### src/rtl/indexed_min_heap_key_update_core_defines.svh
// Assertion macros shared by the indexed min-heap key update core.
`ifndef INDEXED_MIN_HEAP_KEY_UPDATE_CORE_DEFINES_SVH
`define INDEXED_MIN_HEAP_KEY_UPDATE_CORE_DEFINES_SVH

`ifndef NO_ASSERTIONS
// Same-cycle implication, checked on every rising edge outside reset.
`define IMHKU_ASSERT_IMPL(label, ante, cons, msg) \
  label: assert property (@(posedge clk) disable iff (!rst_n) (ante) |-> (cons)) \
    else $error(msg);
// Next-cycle implication, checked on every rising edge outside reset.
`define IMHKU_ASSERT_NEXT(label, ante, cons, msg) \
  label: assert property (@(posedge clk) disable iff (!rst_n) (ante) |=> (cons)) \
    else $error(msg);
`else
`define IMHKU_ASSERT_IMPL(label, ante, cons, msg)
`define IMHKU_ASSERT_NEXT(label, ante, cons, msg)
`endif

`endif

### src/rtl/imhku_ram.sv
// Generic single-port-write, single-port-read RAM with a registered read.
module imhku_ram #(
  parameter int WIDTH = 8,
  parameter int DEPTH = 16
) (
  input  logic                             clk,
  input  logic                             we,
  input  logic [$clog2(DEPTH)-1:0]         waddr,
  input  logic [WIDTH-1:0]                 wdata,
  input  logic [$clog2(DEPTH)-1:0]         raddr,
  output logic [WIDTH-1:0]                 rdata
);

  logic [WIDTH-1:0] mem [DEPTH];

  always_ff @(posedge clk) begin
    if (we) begin
      mem[waddr] <= wdata;
    end
    rdata <= mem[raddr];
  end

endmodule

### config.mk
export PLATFORM = sky130hd
export DESIGN_NAME = imhku_ram
export DESIGN_NICKNAME = d
export VERILOG_FILES = /design/src/rtl/indexed_min_heap_key_update_core_defines.svh /design/src/rtl/imhku_ram.sv
export SDC_FILE = /design/constraint.sdc
export NUM_CORES = 1
export LEC_CHECK = 0
export BUFFER_PORTS_ARGS = -buffer_cell sky130_fd_sc_hd__buf_2
export CORE_MARGIN = 1.5
export CORE_UTILIZATION = 30
export CTS_CLUSTER_DIAMETER = 120
export CTS_CLUSTER_SIZE = 10
export DETAILED_ROUTE_END_ITERATION = 12
export PLACE_DENSITY = 0.57
export SYNTH_ARGS = -nofsm -noshare
export SYNTH_HDL_FRONTEND = slang
export SYNTH_SLANG_ARGS = --single-unit
### constraint.sdc
create_clock -name clk -period 1.6 [get_ports clk]
set_input_delay 0.08 -clock clk [delete_from_list [all_inputs] [get_ports clk]]
set_output_delay 0.08 -clock clk [all_outputs]
set_load 0.005 [all_outputs]
==> flow_metrics.env, run 1 <==
export IMPL_fin_util_pct=37.0
export IMPL_syn2layout_area_growth_pct=19.9
export IMPL_routabilityCongestion=0.731
export IMPL_finalCritPeriodShare_pct=87.9
export IMPL_final_net_count=306
export IMPL_initial_core_util_pct=30.8
export IMPL_status="finished, final reports clean"
export IMPL_grt_overflow=0
export IMPL_clockBufferDepth=2
export IMPL_max_freq_ghz=0.711
export IMPL_finalWirelength_um=10100
export IMPL_fin_crit_ns=1.41
export IMPL_cts_sinks=136
export IMPL_clk_latency_ns=0.40
export IMPL_r2r_end="rdata[2]$_DFF_P_"
export IMPL_drive_above_1_share_pct=29.6
export IMPL_io_buffers=25
export IMPL_synth_seq_cells=136
export IMPL_dieArea_sq_um=18000
export IMPL_die_h_um=134
export IMPL_drtIter0Drc=279
export IMPL_synth_cells=229
export IMPL_slowest_stage="mux4_1"
export IMPL_clk_pin_slew_ns=0.05
export IMPL_ctsResizeCount=0
export IMPL_critPathLaunchType="register"
export IMPL_coreArea_sq_um=16700
export IMPL_antenna_cells=0
export IMPL_slew_headroom_pct=48.6
export IMPL_power_mw=7.64
export IMPL_mostFrequentLayoutCells="edfxtp_1, buf_2, buf_4"
export IMPL_layout_commonest_cell="edfxtp_1"
export IMPL_finClkSkew_ns=0.00388
export IMPL_antenna_found_initial=0
export IMPL_finalInstanceArea_sq_um=6170
export IMPL_maxCapViolCount=0
export IMPL_postPlaceCellArea_sq_um=5690
export IMPL_crit_reg2reg_launch="mem[1][2]$_DFFE_PP_"
export IMPL_dr_pass1_iters=4
export IMPL_cts_buffers=17
export IMPL_critical_path_class="reg -> reg"
export IMPL_crit_arrival_ns=1.69
export IMPL_path_delay_family="multiplexers"
export IMPL_hold_class="in -> reg"
export IMPL_ys_types=19
export IMPL_via_per_inst=4.63
export IMPL_hpwl_um=6500
export IMPL_worst_slew_pin_slew_ns=0.768
export IMPL_reg2reg_depth=3
export IMPL_maxSlewViolCount=0
export IMPL_syn_avg_cell_area_sq_um=22.5
export IMPL_h_tree_depth=4
export IMPL_routed_via_count=2410
export IMPL_hp_start="wdata[1]"
export IMPL_finalSetupTns_ns=0
export IMPL_slowest_delay_ns=0.50
export IMPL_critical_path_n_buffers_inverters=0
export IMPL_tritoncts="built"
export IMPL_fin_hold_ws_ns=0.0591
export IMPL_ys_seq_area_share_pct=77.8
export IMPL_worstPathMaxFanout=1
export IMPL_r2r_setup_slack_ns=0.19
export IMPL_cts_root_buf="clkbuf_16"
export IMPL_placement_rows=47
export IMPL_num_io_pins=26
export IMPL_powerDensity_nw_per_um2=1240
export IMPL_worstPathRequired_ns=1.89
export IMPL_grt_first_pass_wirelength_um=15500
export IMPL_grt_max_degree=33
export IMPL_hold_violations=0
export IMPL_cts_setup_buffers=0
export IMPL_synth_nets=247
export IMPL_synth_cell_area_sq_um=5150
export IMPL_routedWlPerCell_um=19.5
export IMPL_hold_path_depth=1
export IMPL_die_w_um=134
export IMPL_setup_viol=0
export IMPL_min_to="mem[14][1]$_DFFE_PP_"
export IMPL_crit_chain="mux4_1 > a22oi_1 > nand2_1"
export IMPL_track_usage_pct=12.1
export IMPL_ir_drop_v=0.000719
export IMPL_yosysWarningCount=0
export IMPL_ant_nets=0
export IMPL_rsz0062_at_grt="false"
export IMPL_grt_pass1_vias=2571
export IMPL_remaining_drc_errors=0
export IMPL_power_leakage_nw=2.08
export IMPL_hold_buffers=0
export IMPL_cp_end_kind="register"
[worst max path at each step]
stage	from	endpoint	slack, ns	depth (start not counted)
2_1_floorplan	waddr[2]	mem[0][0]$_DFFE_PP_	0.03	2
3_3_place_gp	raddr[0]	rdata[2]$_DFF_P_	0.04	5
3_5_place_dp	raddr[0]	rdata[2]$_DFF_P_	0.02	5
4_1_cts	mem[1][2]$_DFFE_PP_	rdata[2]$_DFF_P_	0.21	3
5_1_grt	mem[1][0]$_DFFE_PP_	rdata[0]$_DFF_P_	0.16	3
6_report	mem[1][2]$_DFFE_PP_	rdata[2]$_DFF_P_	0.19	3
[metal layers]
| layer | wire length, um | vias to the layer above | GRT usage [%] |
|---|---|---|---|
| met5 | 0 | - | 0 |
| met4 | 74 | 0 | 3.80 |
| met3 | 643 | 7 | 4.16 |
| met2 | 4960 | 58 | 19.0 |
| met1 | 4460 | 1254 | 16.0 |
| li1 | - | 1091 | - |
[sequential cells by signal, summed over array words and instances, names as in the netlist]
register and cells:
mem 128, rdata 8
[cell families after synthesis]
family                 Yosys count  share of synthesized area (%)
and+or+nand+nor                 35                           3.18
DFF                            136                           77.8
buffers and inverters           10                           1.68
muxes                           32                           15.0
AOI/OAI and AO/OA               16                           2.33
[stage by stage]
stage	cells	setup WS, ns
floorplan	229	0.0271
global placement	489	0.0413
detailed placement	489	0.0208
CTS	521	0.209
global route	521	0.158
finish	521	0.193
[synthesized netlist by cell type]
master,n,share of area [%]
a22oi_1,16,2.3
and2_1,1,0.12
and2b_1,1,0.15
buf_2,3,0.29
buf_4,1,0.15
buf_6,3,0.66
clkdlybuf4s25_2,3,0.58
dfxtp_1,8,3.1
edfxtp_1,128,75
mux4_1,14,7.1
mux4_2,18,7.9
nand2_1,9,0.66
nand2b_1,2,0.24
nand3_1,1,0.097
nand3b_1,2,0.29
nor2_1,13,0.95
nor2b_1,1,0.12
nor3_1,4,0.39
or3b_2,1,0.17
[final cells by class]
class	instances	area, sq um
Clock buffer	26	459
Tap cell	220	275
Multi-Input combinational cell	83	1060
Sequential cell	136	4000
Timing Repair Buffer	50	350
Clock inverter	6	26.3
Fill cell	1576	10500
[where the power goes]
group,total (mW),internal [mW],switching (mW),leakage (nW)
clock,3.26,1.95,1.31,0.237
sequential,4.01,3.99,0.0220,1.22
combinational,0.376,0.168,0.208,0.617
total,7.64,6.11,1.54,2.08
[worst register-to-register path: cells and delay by family, from the launching register on]
kind             cells  cell delay, ns
AND/OR/NAND/NOR      1            0.09
AO/OA/AOI/OAI        1            0.35
multiplexers         1            0.50
flip-flops           1            0.35
Note: power is estimated with default switching activity, not from simulation.
==> inputs of run 2 (changes only) <==
BUFFER_PORTS_ARGS = -buffer_cell sky130_fd_sc_hd__buf_4   (was -buffer_cell sky130_fd_sc_hd__buf_2)
PLACE_DENSITY = 0.56   (was 0.57)
clock period = 1.8 ns   (was 1.6 ns; I/O delays follow)
==> flow_metrics.env, run 2 (synthesized netlist as in run 1, its figures left out) <==
export IMPL_remaining_drc_errors=0
export IMPL_worst_slew_pin_slew_ns=0.518
export IMPL_status="finished, final reports clean"
export IMPL_powerDensity_nw_per_um2=1150
export IMPL_cts_root_buf="clkbuf_16"
export IMPL_power_leakage_nw=2.16
export IMPL_layout_commonest_cell="edfxtp_1"
export IMPL_mostFrequentLayoutCells="edfxtp_1, buf_4, mux4_2"
export IMPL_finClkSkew_ns=0.00968
export IMPL_placement_rows=47
export IMPL_via_per_inst=4.76
export IMPL_critical_path_class="reg -> reg"
export IMPL_coreArea_sq_um=16700
export IMPL_hpwl_um=6690
export IMPL_track_usage_pct=13.0
export IMPL_reg_top3="mem: 128 flops, rdata: 8 flops"
export IMPL_crit_arrival_ns=1.74
export IMPL_fin_crit_ns=1.46
export IMPL_hold_violations=0
export IMPL_syn2layout_area_growth_pct=23.7
export IMPL_io_buffers=25
export IMPL_finalSetupTns_ns=0
export IMPL_max_freq_ghz=0.686
export IMPL_critPathLaunchType="register"
export IMPL_drive_above_1_share_pct=31.8
export IMPL_grt_max_degree=18
export IMPL_drtIter0Drc=139
export IMPL_cts_buffers=17
export IMPL_slew_headroom_pct=65.5
export IMPL_grt_first_pass_wirelength_um=16200
export IMPL_crit_reg2reg_launch="mem[1][0]$_DFFE_PP_"
export IMPL_r2r_end="rdata[0]$_DFF_P_"
export IMPL_r2r_setup_slack_ns=0.34
export IMPL_worstPathMaxFanout=1
export IMPL_clk_latency_ns=0.41
export IMPL_stdcell_count=525
export IMPL_ctsResizeCount=0
export IMPL_regMostFlops="mem"
export IMPL_dieArea_sq_um=18000
export IMPL_die_h_um=134
export IMPL_die_w_um=134
export IMPL_grt_pass1_vias=2650
export IMPL_final_net_count=310
export IMPL_finalWirelength_um=10800
export IMPL_hold_class="in -> reg"
export IMPL_antenna_found_initial=0
export IMPL_maxSlewViolCount=0
export IMPL_cts_sinks=136
export IMPL_worstPathRequired_ns=2.08
export IMPL_largest_reg_flops=128
export IMPL_grt_overflow=0
export IMPL_ir_drop_v=0.000639
export IMPL_num_io_pins=26
export IMPL_cp_end_kind="register"
export IMPL_h_tree_depth=4
export IMPL_dr_pass1_iters=5
export IMPL_clk_pin_slew_ns=0.06
export IMPL_setup_viol=0
export IMPL_routabilityCongestion=0.694
export IMPL_placed_cells=487
export IMPL_tritoncts="built"
export IMPL_clockBufferDepth=2
export IMPL_maxCapViolCount=0
export IMPL_ant_nets=0
export IMPL_critPathCapture="rdata[0]$_DFF_P_"
export IMPL_routed_via_count=2501
export IMPL_initial_core_util_pct=30.8
export IMPL_routedWlPerCell_um=20.5
export IMPL_antenna_cells=0
export IMPL_reg2reg_depth=3
export IMPL_rsz0062_at_grt="false"
export IMPL_crit_path_start="mem[1][0]$_DFFE_PP_"
export IMPL_finalCritPeriodShare_pct=81.0
## run 2: cell count changes in the layout (fill, tap and decap cells not counted), moves of 3 or more
cell,change
buf_2,-25
buf_4,+24
clkbuf_1,-9
dlygate4sd3_1,+6
bufinv_16,+3
clkinv_2,+3
## run 2: what timing repair did
item,4_1_cts,5_1_grt
setup buffers,0,0
hold buffers,6,0
hold endpoints to repair,96,0
## run 2: power breakdown
group,switching (mW),internal (mW)
sequential,0.0212,3.54
combinational,0.187,0.178
clock,1.23,2.15
total,1.44,5.87
## run 2: final cells by class
class,instances,area (sq um)
clock buffers,17,425
multi-input cells,83,1060
well taps,220,275
clock inverters,15,160
repair buffers,54,445
flip-flops and latches,136,4000
fillers,1543,10300
## run 2: per-layer routing
layer  track usage [%]  share of wire (%)  wire length, um  vias up
met5                 0                  0                0        -
met4              4.71               0.58               63        0
met3              3.67                6.7              721        8
met2              19.3                 46             4990       65
met1              18.3                 46             5000     1332
li1                  -                  -                -     1096
## run 2: how the worst min path moves through the flow
stage                         from              endpoint  slack [ns]  depth (start not counted)
after floorplan           wdata[0]   mem[0][0]$_DFFE_PP_        0.19                          0
after detailed placement  wdata[1]  mem[15][1]$_DFFE_PP_        0.40                          1
after CTS                 wdata[3]   mem[7][3]$_DFFE_PP_      0.0001                          1
after global placement    wdata[1]  mem[14][1]$_DFFE_PP_        0.39                          1
final                     wdata[3]   mem[7][3]$_DFFE_PP_        0.01                          1
after global routing      wdata[3]   mem[7][3]$_DFFE_PP_       0.009                          1
## run 2: per-stage QoR
step	total power [mW]	setup WS, ns	area [sq um]	hold slack, ns	utilization [%]
final	7.31	0.342	6370	0.0136	38.1
after global routing	7.55	0.243	6370	0.00887	38.1
after CTS	7.39	0.252	6370	0.000138	38.1
after detailed placement	3.99	0.197	5720	0.399	34.3
after global placement	3.98	0.216	5720	0.385	34.3
after floorplan	3.80	0.217	5150	0.189	-
## run 2: critical path, cell delays in order (launching register included)
cell and delay (ns):
edfxtp_1 0.35, mux4_1 0.52, a22oi_1 0.37, nand2_1 0.10
