**config.mk**
```make
export PLATFORM = sky130hd
export DESIGN_NAME = imhku_ctrl
export DESIGN_NICKNAME = d
export VERILOG_FILES = /design/src/rtl/indexed_min_heap_key_update_core_defines.svh /design/src/rtl/imhku_pkg.sv /design/src/rtl/imhku_ctrl.sv
export SDC_FILE = /design/constraint.sdc
export NUM_CORES = 1
export LEC_CHECK = 0
export ABC_AREA = 1
export ABC_CLOCK_PERIOD_IN_PS = 5500
export BUFFER_PORTS_ARGS = -buffer_cell sky130_fd_sc_hd__buf_2
export CELL_PAD_IN_SITES_DETAIL_PLACEMENT = 0
export CELL_PAD_IN_SITES_GLOBAL_PLACEMENT = 1
export CORE_MARGIN = 2
export CORE_UTILIZATION = 43
export CTS_CLUSTER_DIAMETER = 80
export DETAILED_ROUTE_END_ITERATION = 8
export GPL_TIMING_DRIVEN = 0
export PLACE_DENSITY = 0.83
export SLEW_MARGIN = 10
export SYNTH_ARGS = -nofsm -noshare
export SYNTH_HDL_FRONTEND = slang
export SYNTH_SLANG_ARGS = --single-unit
export TNS_END_PERCENT = 1
```
**constraint.sdc**
```tcl
create_clock -name clk -period 5.5 [get_ports clk]
set_clock_uncertainty 0.15 [all_clocks]
set_input_delay 0.825 -clock clk [delete_from_list [all_inputs] [get_ports clk]]
set_output_delay 0.825 -clock clk [all_outputs]
set_load 0.1 [all_outputs]
```
**src/rtl/indexed_min_heap_key_update_core_defines.svh**
```systemverilog
// Assertion macros shared by the indexed min-heap key update core.
`ifndef INDEXED_MIN_HEAP_KEY_UPDATE_CORE_DEFINES_SVH
`define INDEXED_MIN_HEAP_KEY_UPDATE_CORE_DEFINES_SVH

`ifndef NO_ASSERTIONS
// Same-cycle implication, checked on every rising edge outside reset.
`define IMHKU_ASSERT_IMPL(label, ante, cons, msg) \
  label: assert property (@(posedge clk) disable iff (!rst_n) (ante) |-> (cons)) \
    else $error(msg);
// Next-cycle implication, checked on every rising edge outside reset.
`define IMHKU_ASSERT_NEXT(label, ante, cons, msg) \
  label: assert property (@(posedge clk) disable iff (!rst_n) (ante) |=> (cons)) \
    else $error(msg);
`else
`define IMHKU_ASSERT_IMPL(label, ante, cons, msg)
`define IMHKU_ASSERT_NEXT(label, ante, cons, msg)
`endif

`endif

```
**src/rtl/imhku_pkg.sv**
```systemverilog
// Shared constants, codes and control types of the indexed min-heap key update core.
package imhku_pkg;

  localparam int NODES_DEF    = 1024;
  localparam int KEY_BITS_DEF = 32;

  localparam int ACT_W  = 2;
  localparam int ID_W   = 10;
  localparam int CNT_W  = 11;
  localparam int KEY_W  = 32;
  localparam int SWAP_W = 4;

  localparam logic [SWAP_W-1:0] SWAP_MAX = 4'hF;

  typedef enum logic [ACT_W-1:0] {
    ACT_WRITE = 2'd0,
    ACT_UP    = 2'd1,
    ACT_DOWN  = 2'd2,
    ACT_NONE  = 2'd3
  } act_t;

  // From the top level to the sequencer.
  typedef struct packed {
    logic start;
    logic res_free;
  } ctl_t;

  // From the sequencer to the top level.
  typedef struct packed {
    logic busy;
    logic done;
  } sts_t;

endpackage

```
**src/rtl/imhku_ctrl.sv**
```systemverilog
// Sequencer that walks the heap through the slot memory and the node memory.
module imhku_ctrl #(
  parameter int NODES    = imhku_pkg::NODES_DEF,
  parameter int KEY_BITS = imhku_pkg::KEY_BITS_DEF
) (
  input  logic                              clk,
  input  logic                              rst_n,
  input  imhku_pkg::ctl_t                   ctl,
  output imhku_pkg::sts_t                   sts,
  input  imhku_pkg::act_t                   item_act,
  input  logic [$clog2(NODES)-1:0]          item_node,
  input  logic [$clog2(NODES)-1:0]          item_slot,
  input  logic signed [KEY_BITS-1:0]        item_key,
  input  logic [$clog2(NODES+1)-1:0]        item_count,
  output logic [$clog2(NODES)-1:0]          res_slot,
  output logic [$clog2(NODES)-1:0]          res_top,
  output logic signed [KEY_BITS-1:0]        res_key,
  output logic [imhku_pkg::SWAP_W-1:0]      res_swaps,
  output logic                              heap_we,
  output logic [$clog2(NODES)-1:0]          heap_waddr,
  output logic [$clog2(NODES)-1:0]          heap_wdata,
  output logic [$clog2(NODES)-1:0]          heap_raddr,
  input  logic [$clog2(NODES)-1:0]          heap_rdata,
  output logic                              nm_we,
  output logic [$clog2(NODES)-1:0]          nm_waddr,
  output logic [$clog2(NODES)+KEY_BITS-1:0] nm_wdata,
  output logic [$clog2(NODES)-1:0]          nm_raddr,
  input  logic [$clog2(NODES)+KEY_BITS-1:0] nm_rdata
);

  localparam int IW = $clog2(NODES);
  localparam int CW = $clog2(NODES + 1);
  localparam int XW = IW + 2;
  localparam int EW = IW + KEY_BITS;

  typedef enum logic [3:0] {
    S_IDLE,
    S_START,
    S_GET_NS,
    S_GET_HV,
    S_STEP,
    S_RD_N1,
    S_RD_K1,
    S_RD_N2,
    S_RD_K2,
    S_DECIDE,
    S_FINAL,
    S_TOP0,
    S_TOP1,
    S_TOP2,
    S_DONE
  } state_t;

  state_t                      state_r, state_nxt;
  imhku_pkg::act_t             act_r, act_nxt;
  logic [IW-1:0]               node_r, node_nxt;
  logic [IW-1:0]               slot_r, slot_nxt;
  logic signed [KEY_BITS-1:0]  key_r, key_nxt;
  logic [CW-1:0]               count_r, count_nxt;
  logic [IW-1:0]               h_r, h_nxt;
  logic [IW-1:0]               ns_r, ns_nxt;
  logic [IW-1:0]               hv_r, hv_nxt;
  logic [IW-1:0]               pos_r, pos_nxt;
  logic                        has2_r, has2_nxt;
  logic [IW-1:0]               n1_r, n1_nxt;
  logic [IW-1:0]               n2_r, n2_nxt;
  logic [IW-1:0]               e1_slot_r, e1_slot_nxt;
  logic [IW-1:0]               e2_slot_r, e2_slot_nxt;
  logic signed [KEY_BITS-1:0]  e1_key_r, e1_key_nxt;
  logic signed [KEY_BITS-1:0]  e2_key_r, e2_key_nxt;
  logic [imhku_pkg::SWAP_W-1:0] swaps_r, swaps_nxt;
  logic [IW-1:0]               top_r, top_nxt;
  logic signed [KEY_BITS-1:0]  topkey_r, topkey_nxt;

  // The node being moved keeps its entry in registers during a sift, so any
  // read of that node's entry is served from them.
  logic [IW-1:0]              fw_node;
  logic                       fw_hit;
  logic [IW-1:0]              fw_slot;
  logic signed [KEY_BITS-1:0] fw_key;

  logic [XW-1:0]              c1_x;
  logic [XW-1:0]              c2_x;
  logic [XW-1:0]              cnt_x;

  logic                       lt1;
  logic                       lt2k;
  logic                       lt21;
  logic                       sel2;
  logic                       go;
  logic [IW-1:0]              x_other;
  logic [IW-1:0]              x_slot;
  logic signed [KEY_BITS-1:0] x_key;
  logic [IW-1:0]              x_pos;

  assign fw_node = (state_r == S_RD_K2) ? n2_r : n1_r;
  assign fw_hit  = (fw_node == node_r);
  assign fw_slot = fw_hit ? ns_r : nm_rdata[EW-1:KEY_BITS];
  assign fw_key  = fw_hit ? key_r : signed'(nm_rdata[KEY_BITS-1:0]);

  assign c1_x  = {1'b0, h_r, 1'b1};
  assign c2_x  = c1_x + XW'(1);
  assign cnt_x = XW'(count_r);

  // Sift up compares only the parent; sift down picks between up to two children.
  assign lt1  = (e1_key_r < key_r);
  assign lt2k = has2_r && (e2_key_r < key_r);
  assign lt21 = has2_r && (e2_key_r < e1_key_r);
  assign sel2 = (act_r == imhku_pkg::ACT_DOWN) && (lt1 ? lt21 : lt2k);
  assign go   = (act_r == imhku_pkg::ACT_UP) ? (e1_key_r > key_r) : (lt1 || lt2k);

  assign x_other = sel2 ? n2_r : n1_r;
  assign x_slot  = sel2 ? e2_slot_r : e1_slot_r;
  assign x_key   = sel2 ? e2_key_r : e1_key_r;
  assign x_pos   = sel2 ? (pos_r + IW'(1)) : pos_r;

  assign res_slot  = (act_r == imhku_pkg::ACT_WRITE) ? slot_r : ns_r;
  assign res_top   = top_r;
  assign res_key   = topkey_r;
  assign res_swaps = swaps_r;

  assign sts.busy = (state_r != S_IDLE);
  assign sts.done = (state_r == S_DONE) && ctl.res_free;

  always_comb begin
    state_nxt   = state_r;
    act_nxt     = act_r;
    node_nxt    = node_r;
    slot_nxt    = slot_r;
    key_nxt     = key_r;
    count_nxt   = count_r;
    h_nxt       = h_r;
    ns_nxt      = ns_r;
    hv_nxt      = hv_r;
    pos_nxt     = pos_r;
    has2_nxt    = has2_r;
    n1_nxt      = n1_r;
    n2_nxt      = n2_r;
    e1_slot_nxt = e1_slot_r;
    e2_slot_nxt = e2_slot_r;
    e1_key_nxt  = e1_key_r;
    e2_key_nxt  = e2_key_r;
    swaps_nxt   = swaps_r;
    top_nxt     = top_r;
    topkey_nxt  = topkey_r;
    heap_we     = 1'b0;
    heap_waddr  = slot_r;
    heap_wdata  = node_r;
    heap_raddr  = '0;
    nm_we       = 1'b0;
    nm_waddr    = node_r;
    nm_wdata    = {slot_r, key_r};
    nm_raddr    = node_r;

    case (state_r)
      S_IDLE: begin
        if (ctl.start) begin
          act_nxt   = item_act;
          node_nxt  = item_node;
          slot_nxt  = item_slot;
          key_nxt   = item_key;
          count_nxt = item_count;
          swaps_nxt = '0;
          state_nxt = S_START;
        end
      end
      S_START: begin
        if (act_r == imhku_pkg::ACT_WRITE) begin
          heap_we   = 1'b1;
          nm_we     = 1'b1;
          state_nxt = S_TOP0;
        end else begin
          state_nxt = S_GET_NS;
        end
      end
      S_GET_NS: begin
        ns_nxt     = nm_rdata[EW-1:KEY_BITS];
        h_nxt      = nm_rdata[EW-1:KEY_BITS];
        heap_raddr = nm_rdata[EW-1:KEY_BITS];
        if (act_r == imhku_pkg::ACT_NONE) begin
          state_nxt = S_TOP0;
        end else begin
          state_nxt = S_GET_HV;
        end
      end
      S_GET_HV: begin
        hv_nxt    = heap_rdata;
        state_nxt = S_STEP;
      end
      S_STEP: begin
        case (act_r)
          imhku_pkg::ACT_UP: begin
            pos_nxt    = (h_r - IW'(1)) >> 1;
            heap_raddr = (h_r - IW'(1)) >> 1;
            state_nxt  = (h_r == '0) ? S_FINAL : S_RD_N1;
          end
          imhku_pkg::ACT_DOWN: begin
            pos_nxt    = c1_x[IW-1:0];
            has2_nxt   = (c2_x < cnt_x);
            heap_raddr = c1_x[IW-1:0];
            state_nxt  = (c1_x >= cnt_x) ? S_FINAL : S_RD_N1;
          end
          default: begin
            state_nxt = S_FINAL;
          end
        endcase
      end
      S_RD_N1: begin
        n1_nxt    = heap_rdata;
        nm_raddr  = heap_rdata;
        state_nxt = S_RD_K1;
      end
      S_RD_K1: begin
        e1_slot_nxt = fw_slot;
        e1_key_nxt  = fw_key;
        heap_raddr  = pos_r + IW'(1);
        if ((act_r == imhku_pkg::ACT_DOWN) && has2_r) begin
          state_nxt = S_RD_N2;
        end else begin
          state_nxt = S_DECIDE;
        end
      end
      S_RD_N2: begin
        n2_nxt    = heap_rdata;
        nm_raddr  = heap_rdata;
        state_nxt = S_RD_K2;
      end
      S_RD_K2: begin
        e2_slot_nxt = fw_slot;
        e2_key_nxt  = fw_key;
        state_nxt   = S_DECIDE;
      end
      S_DECIDE: begin
        if (go) begin
          // The slot at h gets the other node; the moving node's slot entry
          // and its heap position are written back once the sift ends.
          heap_we    = 1'b1;
          heap_waddr = h_r;
          heap_wdata = x_other;
          nm_we      = (x_other != node_r);
          nm_waddr   = x_other;
          nm_wdata   = {ns_r, x_key};
          ns_nxt     = x_slot;
          h_nxt      = x_pos;
          if (swaps_r != imhku_pkg::SWAP_MAX) begin
            swaps_nxt = swaps_r + imhku_pkg::SWAP_W'(1);
          end
          state_nxt = S_STEP;
        end else begin
          state_nxt = S_FINAL;
        end
      end
      S_FINAL: begin
        heap_we    = 1'b1;
        heap_waddr = h_r;
        heap_wdata = hv_r;
        nm_we      = 1'b1;
        nm_waddr   = node_r;
        nm_wdata   = {ns_r, key_r};
        state_nxt  = S_TOP0;
      end
      S_TOP0: begin
        heap_raddr = '0;
        state_nxt  = S_TOP1;
      end
      S_TOP1: begin
        top_nxt   = heap_rdata;
        nm_raddr  = heap_rdata;
        state_nxt = S_TOP2;
      end
      S_TOP2: begin
        topkey_nxt = signed'(nm_rdata[KEY_BITS-1:0]);
        state_nxt  = S_DONE;
      end
      S_DONE: begin
        if (ctl.res_free) begin
          state_nxt = S_IDLE;
        end
      end
      default: begin
        state_nxt = S_IDLE;
      end
    endcase
  end

  always_ff @(posedge clk) begin
    if (!rst_n) begin
      state_r <= S_IDLE;
    end else begin
      state_r <= state_nxt;
    end
    act_r     <= act_nxt;
    node_r    <= node_nxt;
    slot_r    <= slot_nxt;
    key_r     <= key_nxt;
    count_r   <= count_nxt;
    h_r       <= h_nxt;
    ns_r      <= ns_nxt;
    hv_r      <= hv_nxt;
    pos_r     <= pos_nxt;
    has2_r    <= has2_nxt;
    n1_r      <= n1_nxt;
    n2_r      <= n2_nxt;
    e1_slot_r <= e1_slot_nxt;
    e2_slot_r <= e2_slot_nxt;
    e1_key_r  <= e1_key_nxt;
    e2_key_r  <= e2_key_nxt;
    swaps_r   <= swaps_nxt;
    top_r     <= top_nxt;
    topkey_r  <= topkey_nxt;
  end

endmodule

```
==> results.yml, run 1 <==
clock_tree:
  htreeDepth: 1
  cts_max_path_buffers: 3
  cts_buffers: 31
  insertion_delay_ps: 580
  root_buffer: "clkbuf_16"
  clk_pin_slew_ps: 60
  clock_sinks: 260
  cts_tree: "built"
layout:
  fin_cells: 2359
  ff_latch_area_mm2: 0.00777
  multi_input_area_mm2: 0.00628
  nets: 2123
  nFillCells: 3228
  final_common_cell: "nand2_1"
  layout-drive-gt1-share_pct: 21.1
  final_cell_mix: "nand2_1 (323), buf_2 (283), edfxtp_1 (256), inv_1 (182), o21ai_0 (171)"
  stdcell_area_mm2: 0.0183
  insertedDiodeCount: 0
  utilization_pct: 53.1
  areaGrowthSynthToFinish_pct: 21.4
global_route:
  grt_max_degree: 52
  grt_overflow: 0
  grt_util_all_layers_pct: 25.5
  grt_pass1_wl_um: 71000
  antenna_found_initial: 1
  grt_pass1_vias: 12751
min_path:
  min_path_type: "in2reg"
  min_path_cells: 1
  min_from: "item_node[2]"
floorplanning:
  die_h_um: 191
  core-area_mm2: 0.0345
  row_count: 68
  start_util_pct: 43.7
  io_pins: 273
  die_x_um: 191
  die_area_mm2: 0.0366
worst_setup_path:
  crit_chain: "ha_1, nand2_1, nor2_1, nand4_1, nor4_1, nand2_1, nand3_1, nand3_1, nand2_2, nand3_4, inv_2, clkbuf_1, o21ai_0, o221ai_1, buf_2"
  endpoint_kind: "output port"
  reg2regPathDepth: 14
  startpoint: "e2_key_r[31]$_DFFE_PP_"
  cp_max_fo: 10
  crit_type: "reg2out"
  cp-start-kind: "flop"
  cp_data_required_time_ps: 4530
  r2r_start: "key_r[31]$_DFFE_PP_"
  worstPathArrival_ps: 4320
  cpPeakStageDelay_ps: 500
  critPathSlowestCell: "buf_2"
yosys:
  avgSynthCellArea_um2: 9.61
  seq_area_frac_synth_pct: 51.5
  syn_nets: 1813
  synth_seq_cells: 260
  yosysTopAreaCellShare_pct: 50.9
  yosys.area.top_type: "edfxtp_1"
  synth.cell_area_mm2: 0.0151
  yosysWarnings: 0
  netlist_instances: 1570
  ys_types: 51
  synth_top_cells_by_area: "edfxtp_1 (51%), ha_1 (10%), nand2_1 (8.0%)"
timing:
  final.setup.worst_slack_ps: 200
  setup_viol: 0
  holdWs_ps: 263
  finalHoldViolCount: 0
  fmax_mhz: 189
  fin_crit_ps: 5300
  grt_setup_unrepaired: "false"
  slew_headroom_pct: 12.8
  finalSetupTns_ps: 0
  finalCritPeriodShare_pct: 96.4
  slew_viol_final: 0
  tightest_slew_ps: 1300
flow_run:
  max-cap-violations: 0
route:
  first_pass_iters: 5
  drc: 0
  drt-total-wl_um: 47400
  vias_per_cell: 5.44
  vias: 12835
  ant_nets: 0
  drt_iter0_markers: 1017
  wire_per_inst_um: 20.1
place:
  port_buffers: 272
  gp_congestion: 0.987
  dpl-instance-area_mm2: 0.0172
  dp_cells: 2302
  detailed_place_hpwl_um: 35500
  dp_worst_setup_slack_ps: 877
power_and_ir_drop:
  total_power_mw: 10.3
  power_density_mw_per_mm2: 562
  leakage_nw: 7.99
  irDropWorstVdd_v: 0.000590
run_status:
  outcome: "finished clean"
[critical path: cells and delay by family, from the launching register on]
kind                     cells  cell delay (ps)
AND/OR/NAND/NOR              9             1330
buffers and inverters        3             1160
AO/OA/AOI/OAI                2              440
flip-flops                   1              420
adder cells (fa/ha/maj)      1              360
[final timing paths]
check	to	slack [ps]
worst max-delay path	nm_wdata[3]	200
worst min-delay path	node_r[2]$_DFFE_PP_	260
worst max register to register	h_r[2]$_DFFE_PP_	1350
worst min register to register	h_r[8]$_DFFE_PP_	440
[layer usage]
layer / routed length (um) / track usage (%) / up-vias
met2: 22400 / 42.9 / 509
met4: 1370 / 7.75 / 2
met3: 3100 / 3.41 / 83
met5: 13 / 0 / -
li1: - / - / 6135
met1: 20400 / 34.2 / 6106
[repair_timing]
item                       4_1_cts  5_1_grt
hold buffers                     0        0
buffers inserted                 0        0
resized for setup                0        2
setup endpoints to repair        0        1
[cells in the mapped netlist (all sizes together)]
cell     number
edfxtp      256
and2          1
nor2         99
a22oi         4
o22ai         5
clkinv        1
nand3        44
o211ai       31
nand3b        1
a31oi         2
o2111ai       2
o21ai       208
buf          29
nor4          7
mux2          1
inv         187
a21o          3
a41oi         1
xor2         29
and3          1
nor3b         1
a32oi         4
dfxtp         4
o21a          1
a211oi        2
nand4        29
o221ai       18
clkbuf       32
a21oi       100
ha          122
xnor2         2
nor3         15
nand2       328
[cell families (layout without fill, tap and decap cells)]
group	after synthesis	after routing	share of synthesized area [%]
multiplexers	1	1	0.0746
flip-flops	260	260	51.5
XOR/XNOR	31	31	1.80
adder cells (fa/ha/maj)	122	122	10.1
buffers and inverters	249	583	7.09
AND/OR/NAND/NOR	526	526	14.8
AO/OA/AOI/OAI	381	381	14.7
[sequential cells by signal, indices dropped and copies added (netlist names)]
name	count
n2_r	10
state_r	4
key_r	32
slot_r	10
act_r	2
n1_r	10
e2_key_r	32
count_r	11
h_r	10
ns_r	10
has2_r	1
e1_key_r	32
res_top	10
res_key	32
e1_slot_r	10
pos_r	10
res_swaps	4
e2_slot_r	10
node_r	10
hv_r	10
[power breakdown]
part	switching [mW]	internal [mW]	total, mW
Clock	0.874	1.49	2.37
Sequential	0.228	2.61	2.84
Combinational	4.13	0.961	5.10
[cell type report]
type                       count  share of cell area, %
sequential                   260                   42.4
multi-input combinational   1061                   34.3
timing repair buffer         277                   8.05
clock buffer                  32                   4.25
inverter                     188                   3.85
tap                          455                   3.11
clock inverter                25                   2.11
buffer                        61                   1.99
(Power assumes the default switching activity.)
==> run 2: changes to the inputs <==
--- a/config.mk
+++ b/config.mk
@@ -5,17 +5,16 @@
 export SDC_FILE = /design/constraint.sdc
 export NUM_CORES = 1
 export LEC_CHECK = 0
-export ABC_AREA = 1
 export ABC_CLOCK_PERIOD_IN_PS = 5500
 export BUFFER_PORTS_ARGS = -buffer_cell sky130_fd_sc_hd__buf_2
 export CELL_PAD_IN_SITES_DETAIL_PLACEMENT = 0
 export CELL_PAD_IN_SITES_GLOBAL_PLACEMENT = 1
 export CORE_MARGIN = 2
-export CORE_UTILIZATION = 43
+export CORE_UTILIZATION = 45
 export CTS_CLUSTER_DIAMETER = 80
 export DETAILED_ROUTE_END_ITERATION = 8
 export GPL_TIMING_DRIVEN = 0
-export PLACE_DENSITY = 0.83
+export PLACE_DENSITY = 0.84
 export SLEW_MARGIN = 10
 export SYNTH_ARGS = -nofsm -noshare
 export SYNTH_HDL_FRONTEND = slang
==> run 2 against run 1 <==
Hold slack better by 12 ps. Via count decreased by 13%. Clock power is 11% lower. Non-clock buffer count grew 7. Sequential share of layout area down 0.15 points. Setup slack lost 98 ps. Flip-flop and latch count unchanged. Maximum frequency down 1.8%. Critical endpoint is now nm_wdata[31]. Largest power group is now registers.
==> results.yml, run 2 <==
yosys:
  synth_seq_cells: 260
  yosys.area.top_type: "edfxtp_1"
  synthFlopType: "edfxtp_1"
  synth_top_cells_by_area: "edfxtp_1 (52%), ha_1 (10%), mux2i_1 (4.3%)"
  yosysWarnings: 0
  ys_types: 63
  syn_nets: 1512
  synthArstFlopShare_pct: 0
  synth.most_common_cell: "edfxtp_1"
  synth.cell_area_mm2: 0.0147
  netlist_instances: 1269
  avgSynthCellArea_um2: 11.6
  synth_common_cells: "edfxtp_1 (256), ha_1 (122), a21oi_1 (102)"
  yosysTopAreaCellShare_pct: 52.2
  seq_area_frac_synth_pct: 52.8
  synth-edff-count: 256
timing:
  setup_viol: 0
  grt_setup_unrepaired: "true"
  fmax_mhz: 185
  slew_headroom_pct: 30.3
  finalHoldViolCount: 0
  tightest_slew_ps: 1040
  fin_crit_ps: 5400
  slew_viol_final: 0
  final.setup.worst_slack_ps: 102
  finalCritPeriodShare_pct: 98.1
global_route:
  antenna_found_initial: 2
  grt_pass1_wl_um: 60400
  grt_overflow: 0
  grt_pass1_vias: 11004
  grt_util_all_layers_pct: 23.0
  grt_max_degree: 52
min_path:
  min_path_type: "in2reg"
clock_tree:
  insertion_delay_ps: 570
  clk_pin_slew_ps: 60
  hold_buffers: 0
  root_buffer: "clkbuf_16"
  clock_sinks: 260
  cts_tree: "built"
  cts_buffers: 30
  cts_max_path_buffers: 3
  htreeDepth: 1
route:
  wirelength_met1_um: 17100
  drt_iter0_markers: 608
  first_pass_iters: 6
  wl_met3_um: 2500
  vias_per_cell: 5.43
  ant_nets: 0
  dr_wl_met2_um: 19800
  drt-total-wl_um: 40700
  highest_layer: "met4"
  drc: 0
  vias: 11162
  wire_per_inst_um: 19.8
place:
  dpl-instance-area_mm2: 0.0167
  detailed_place_hpwl_um: 29700
  port_buffers: 272
  gp_congestion: 0.875
  dp_worst_setup_slack_ps: -24.5
power_and_ir_drop:
  pwr-share-seq_pct: 36.4
  comb_power_share_pct: 32.0
  leakage_nw: 7.51
  power_switching_share_pct: 37.3
  power_density_mw_per_mm2: 363
  p_int_mw: 4.18
  irDropWorstVdd_v: 0.000347
  clock_power_share_pct: 31.6
  switchingPower_mw: 2.49
worst_setup_path:
  cp-start-kind: "flop"
  endpoint_kind: "output port"
  worstPathArrival_ps: 4420
  cp_data_required_time_ps: 4530
  crit_type: "reg2out"
  cp_max_fo: 10
floorplanning:
  die_area_mm2: 0.0342
  start_util_pct: 45.5
  die_h_um: 185
  die_x_um: 185
  io_pins: 273
  row_count: 66
  core-area_mm2: 0.0324
layout:
  final_common_cell: "edfxtp_1"
  utilization_pct: 56.8
  nFillCells: 2822
  layout-drive-gt1-share_pct: 27.2
  stdcell_area_mm2: 0.0184
  areaGrowthSynthToFinish_pct: 25.0
  nets: 1831
  final_cell_mix: "edfxtp_1 (256), buf_2 (202), ha_1 (120), a21oi_1 (98), nand2_1 (93)"
flow_run:
  max-cap-violations: 0
run_status:
  outcome: "finished clean"
==> run 2: cell types whose count changed after synthesis, sizes merged, moves of 11 or more <==
| cell | change |
|---|---|
| nand2 | -235 |
| o21ai | -144 |
| inv | -94 |
| mux2i | +63 |
| mux2 | +55 |
| o211ai | -29 |
| nand3 | -24 |
| xnor2 | +22 |
| a21o | +19 |
| nand2b | +18 |
| nand4 | -15 |
| a221o | +12 |
| o221ai | -12 |
| buf | -11 |
==> run 2: power by group through the flow <==
stage          Combinational [mW]  Clock [mW]  Sequential [mW]
3_3_place_gp                 1.96           0             2.47
2_1_floorplan                1.55           0             2.48
3_5_place_dp                 2.00           0             2.46
5_1_grt                      2.26        2.22             2.44
6_report                     2.13        2.11             2.43
4_1_cts                      2.07        2.14             2.43
==> run 2: worst max-delay path: stages (launching register included) <==
cell      delay, ps
edfxtp_1        490
ha_4            330
nand4_1         130
nor3_2          200
or4b_4          520
a311oi_2        270
nor2_1          110
xnor2_2         250
buf_4           170
mux2i_4          90
nor2_4          260
buf_6           240
buf_8           220
mux2i_1         110
a21oi_2         220
buf_8           230
==> run 2: final cells by class <==
class,count,area (um2),share of cell area [%]
sequential,260,7770,42.2
tap,442,553,3.01
inverter,93,349,1.90
clock inverter,23,282,1.53
timing repair buffer,286,1870,10.2
clock buffer,33,762,4.14
multi-input combinational,858,6480,35.3
antenna,2,5.00,0.0272
buffer,59,325,1.77
==> run 2: worst paths after layout <==
| path | startpoint | endpoint | slack, ps | cells past startpoint |
|---|---|---|---|---|
| worst max register to register | state_r[2]$_SDFFE_PN0P_ | e2_key_r[31]$_DFFE_PP_ | 640 | 11 |
| worst min-delay path | item_slot[6] | slot_r[6]$_DFFE_PP_ | 270 | 1 |
| worst max-delay path | e2_key_r[14]$_DFFE_PP_ | nm_wdata[31] | 100 | 15 |
| worst min register to register | ns_r[3]$_DFFE_PP_ | e2_slot_r[3]$_DFFE_PP_ | 480 | 1 |
==> run 2: repair_timing <==
action                                  in CTS  in global routing
resized for setup                           95                 69
cloned                                       0                  2
endpoints found under the setup margin      74                 74
pin swaps                                    2                  4
setup buffers                                4                  5
==> run 2: logic make-up (layout without fill, tap and decap cells) <==
group	after synthesis	count (layout)	share of synthesized area, %
buf+inv	152	494	4.18
xor+xnor	57	57	3.44
flops	260	260	52.8
simple gates	297	297	9.39
mux	119	119	8.82
other cells	0	2	0
fa+ha+maj	122	122	10.4
compound gates	262	263	11.0
==> run 2: per-layer routing <==
layer,track usage (%),up-vias
li1,-,5352
met4,7.81,0
met2,39.6,392
met3,3.46,68
met5,0,-
met1,29.7,5350
==> run 2: per-stage QoR <==
step	cells	hold WS, ps	TNS, ps	power, mW
after floorplan	1269	436	0	4.03
after global placement	1983	451	-27.3	4.44
after detailed placement	1987	465	-24.5	4.46
after CTS	2047	252	-103	6.64
after global routing	2056	258	-1190	6.92
final	2056	275	0	6.67
==> run 3: changes to the inputs <==
--- a/config.mk
+++ b/config.mk
@@ -14,7 +14,7 @@
 export CTS_CLUSTER_DIAMETER = 80
 export DETAILED_ROUTE_END_ITERATION = 8
 export GPL_TIMING_DRIVEN = 0
-export PLACE_DENSITY = 0.84
+export PLACE_DENSITY_LB_ADDON = 0.1
 export SLEW_MARGIN = 10
 export SYNTH_ARGS = -nofsm -noshare
 export SYNTH_HDL_FRONTEND = slang
==> run 3 against run 2 <==
Via count down 1.6%. Register-to-register slack better by 330 ps. First-iteration DRC count is 8.7% higher. Global-route usage grew 0.55 points. Combinational power decreased by 2%. Cell area shrank 2.0%.
==> results.yml, run 3 (synthesis gave the netlist of run 2 again) <==
clock_tree:
  htreeDepth: 1
  cts_buffers: 30
  clock_sinks: 260
  cts_max_path_buffers: 3
  cts_tree: "built"
  root_buffer: "clkbuf_16"
  clk_pin_slew_ps: 60
  insertion_delay_ps: 560
power_and_ir_drop:
  total_power_mw: 6.47
  leakage_nw: 7.38
  power_density_mw_per_mm2: 359
  irDropWorstVdd_v: 0.000290
flow_run:
  max-cap-violations: 0
global_route:
  busiest_layer: "met2"
  grtUsageMet1_pct: 31.3
  antenna_found_initial: 1
  grt_util_all_layers_pct: 23.6
  met2_usage_pct: 40.1
  grt_pass1_wl_um: 61400
  grt_overflow: 0
  global_route.usage.met3_pct: 3.93
  grt_pass1_vias: 11031
  grt_max_degree: 52
layout:
  areaGrowthSynthToFinish_pct: 22.5
  final_cell_mix: "edfxtp_1 (256), buf_2 (206), ha_1 (122), a21oi_1 (100)"
  multi_input_area_mm2: 0.00643
  ff_latch_area_mm2: 0.00777
  nFillCells: 2976
  nets: 1827
  utilization_pct: 55.7
  layout-drive-gt1-share_pct: 26.2
  fin_cells: 2047
  final_common_cell: "edfxtp_1"
  insertedDiodeCount: 0
floorplanning:
  core-area_mm2: 0.0324
  die_area_mm2: 0.0342
  start_util_pct: 45.5
  die_h_um: 185
  row_count: 66
  die_x_um: 185
  io_pins: 273
min_path:
  min_path_type: "in2reg"
route:
  drt-total-wl_um: 41200
  first_pass_iters: 5
  wire_per_inst_um: 20.1
  ant_nets: 0
  drc: 0
  vias: 10987
  vias_per_cell: 5.37
  drt_iter0_markers: 661
timing:
  final.setup.worst_slack_ps: 114
  fmax_mhz: 186
  fin_crit_ps: 5390
  finalCritPeriodShare_pct: 97.9
  setup_viol: 0
  tightest_slew_ps: 1020
  finalHoldViolCount: 0
  finalSetupTns_ps: 0
  grt_setup_unrepaired: "true"
  slew_viol_final: 0
  slew_headroom_pct: 32.0
place:
  port_buffers: 272
  dp_cells: 1988
  gp_congestion: 0.878
  dp_worst_setup_slack_ps: -76.7
  detailed_place_hpwl_um: 30300
worst_setup_path:
  cp_data_required_time_ps: 4530
  crit_type: "reg2out"
  cp-start-kind: "flop"
  worstPathArrival_ps: 4410
  endpoint_kind: "output port"
  cp_max_fo: 10
run_status:
  outcome: "finished clean"
## run 3: cell count changes in the layout (fill, tap and decap cells not counted), sizes merged
cell      delta
buf          -7
bufinv       -3
clkbuf       +9
clkinv       -5
clkinvlp     -1
diode        -2
## run 3: repair_timing
action	CTS	global route
buffers inserted	1	4
hold endpoints to repair	0	0
endpoints found under the setup margin	74	73
pin swaps	1	1
gates cloned	0	1
resized for setup	90	21
hold buffers	0	0
## run 3: cell type report
| type | count | area share [%] |
|---|---|---|
| buffer | 59 | 1.73 |
| clock buffer | 39 | 4.47 |
| clock inverter | 14 | 0.791 |
| inverter | 93 | 1.94 |
| multi-input combinational | 858 | 35.6 |
| sequential | 260 | 43.1 |
| tap | 442 | 3.07 |
| timing repair buffer | 282 | 9.30 |
## run 3: path summary, 6_finish.rpt
| kind | from | endpoint | slack, ps | depth (start not counted) |
|---|---|---|---|---|
| setup / recovery | e2_key_r[14]$_DFFE_PP_ | heap_waddr[7] | 110 | 14 |
| hold / removal | item_key[31] | key_r[31]$_DFFE_PP_ | 290 | 1 |
| setup reg to reg | state_r[2]$_SDFFE_PN0P_ | e2_key_r[5]$_DFFE_PP_ | 970 | 11 |
| hold reg to reg | res_swaps[0]$_SDFFCE_PN0P_ | res_swaps[0]$_SDFFCE_PN0P_ | 470 | 1 |
## run 3: metrics by stage
stage          instance area [um2]  hold WS, ps
3_5_place_dp                 16700          466
6_report                     18000          285
5_1_grt                      18000          264
2_1_floorplan                14700          436
4_1_cts                      17900          264
3_3_place_gp                 16600          452
## run 3: power by group
part / switching [mW] / internal (mW)
logic: 1.56 / 0.518
clock network: 0.801 / 1.16
registers: 0.0826 / 2.35
total: 2.44 / 4.02
## run 3: per-layer routing
| metal | wire length (um) | vias to the layer above |
|---|---|---|
| met5 | 13 | - |
| met4 | 878 | 2 |
| met3 | 2110 | 55 |
| met2 | 20000 | 299 |
| met1 | 18200 | 5297 |
| li1 | - | 5334 |
## run 3: worst max-delay path: stages (launching register included)
cell and delay [ps]:
edfxtp_1 420, ha_1 360, nand4_1 140, nor3_2 220, or4b_4 500, a311oi_1 280
nor2_1 110, xnor2_2 180, a211oi_1 250, a21o_1 210, nor2_4 100, nor2_1 170
buf_4 250, mux2_2 400, buf_4 240
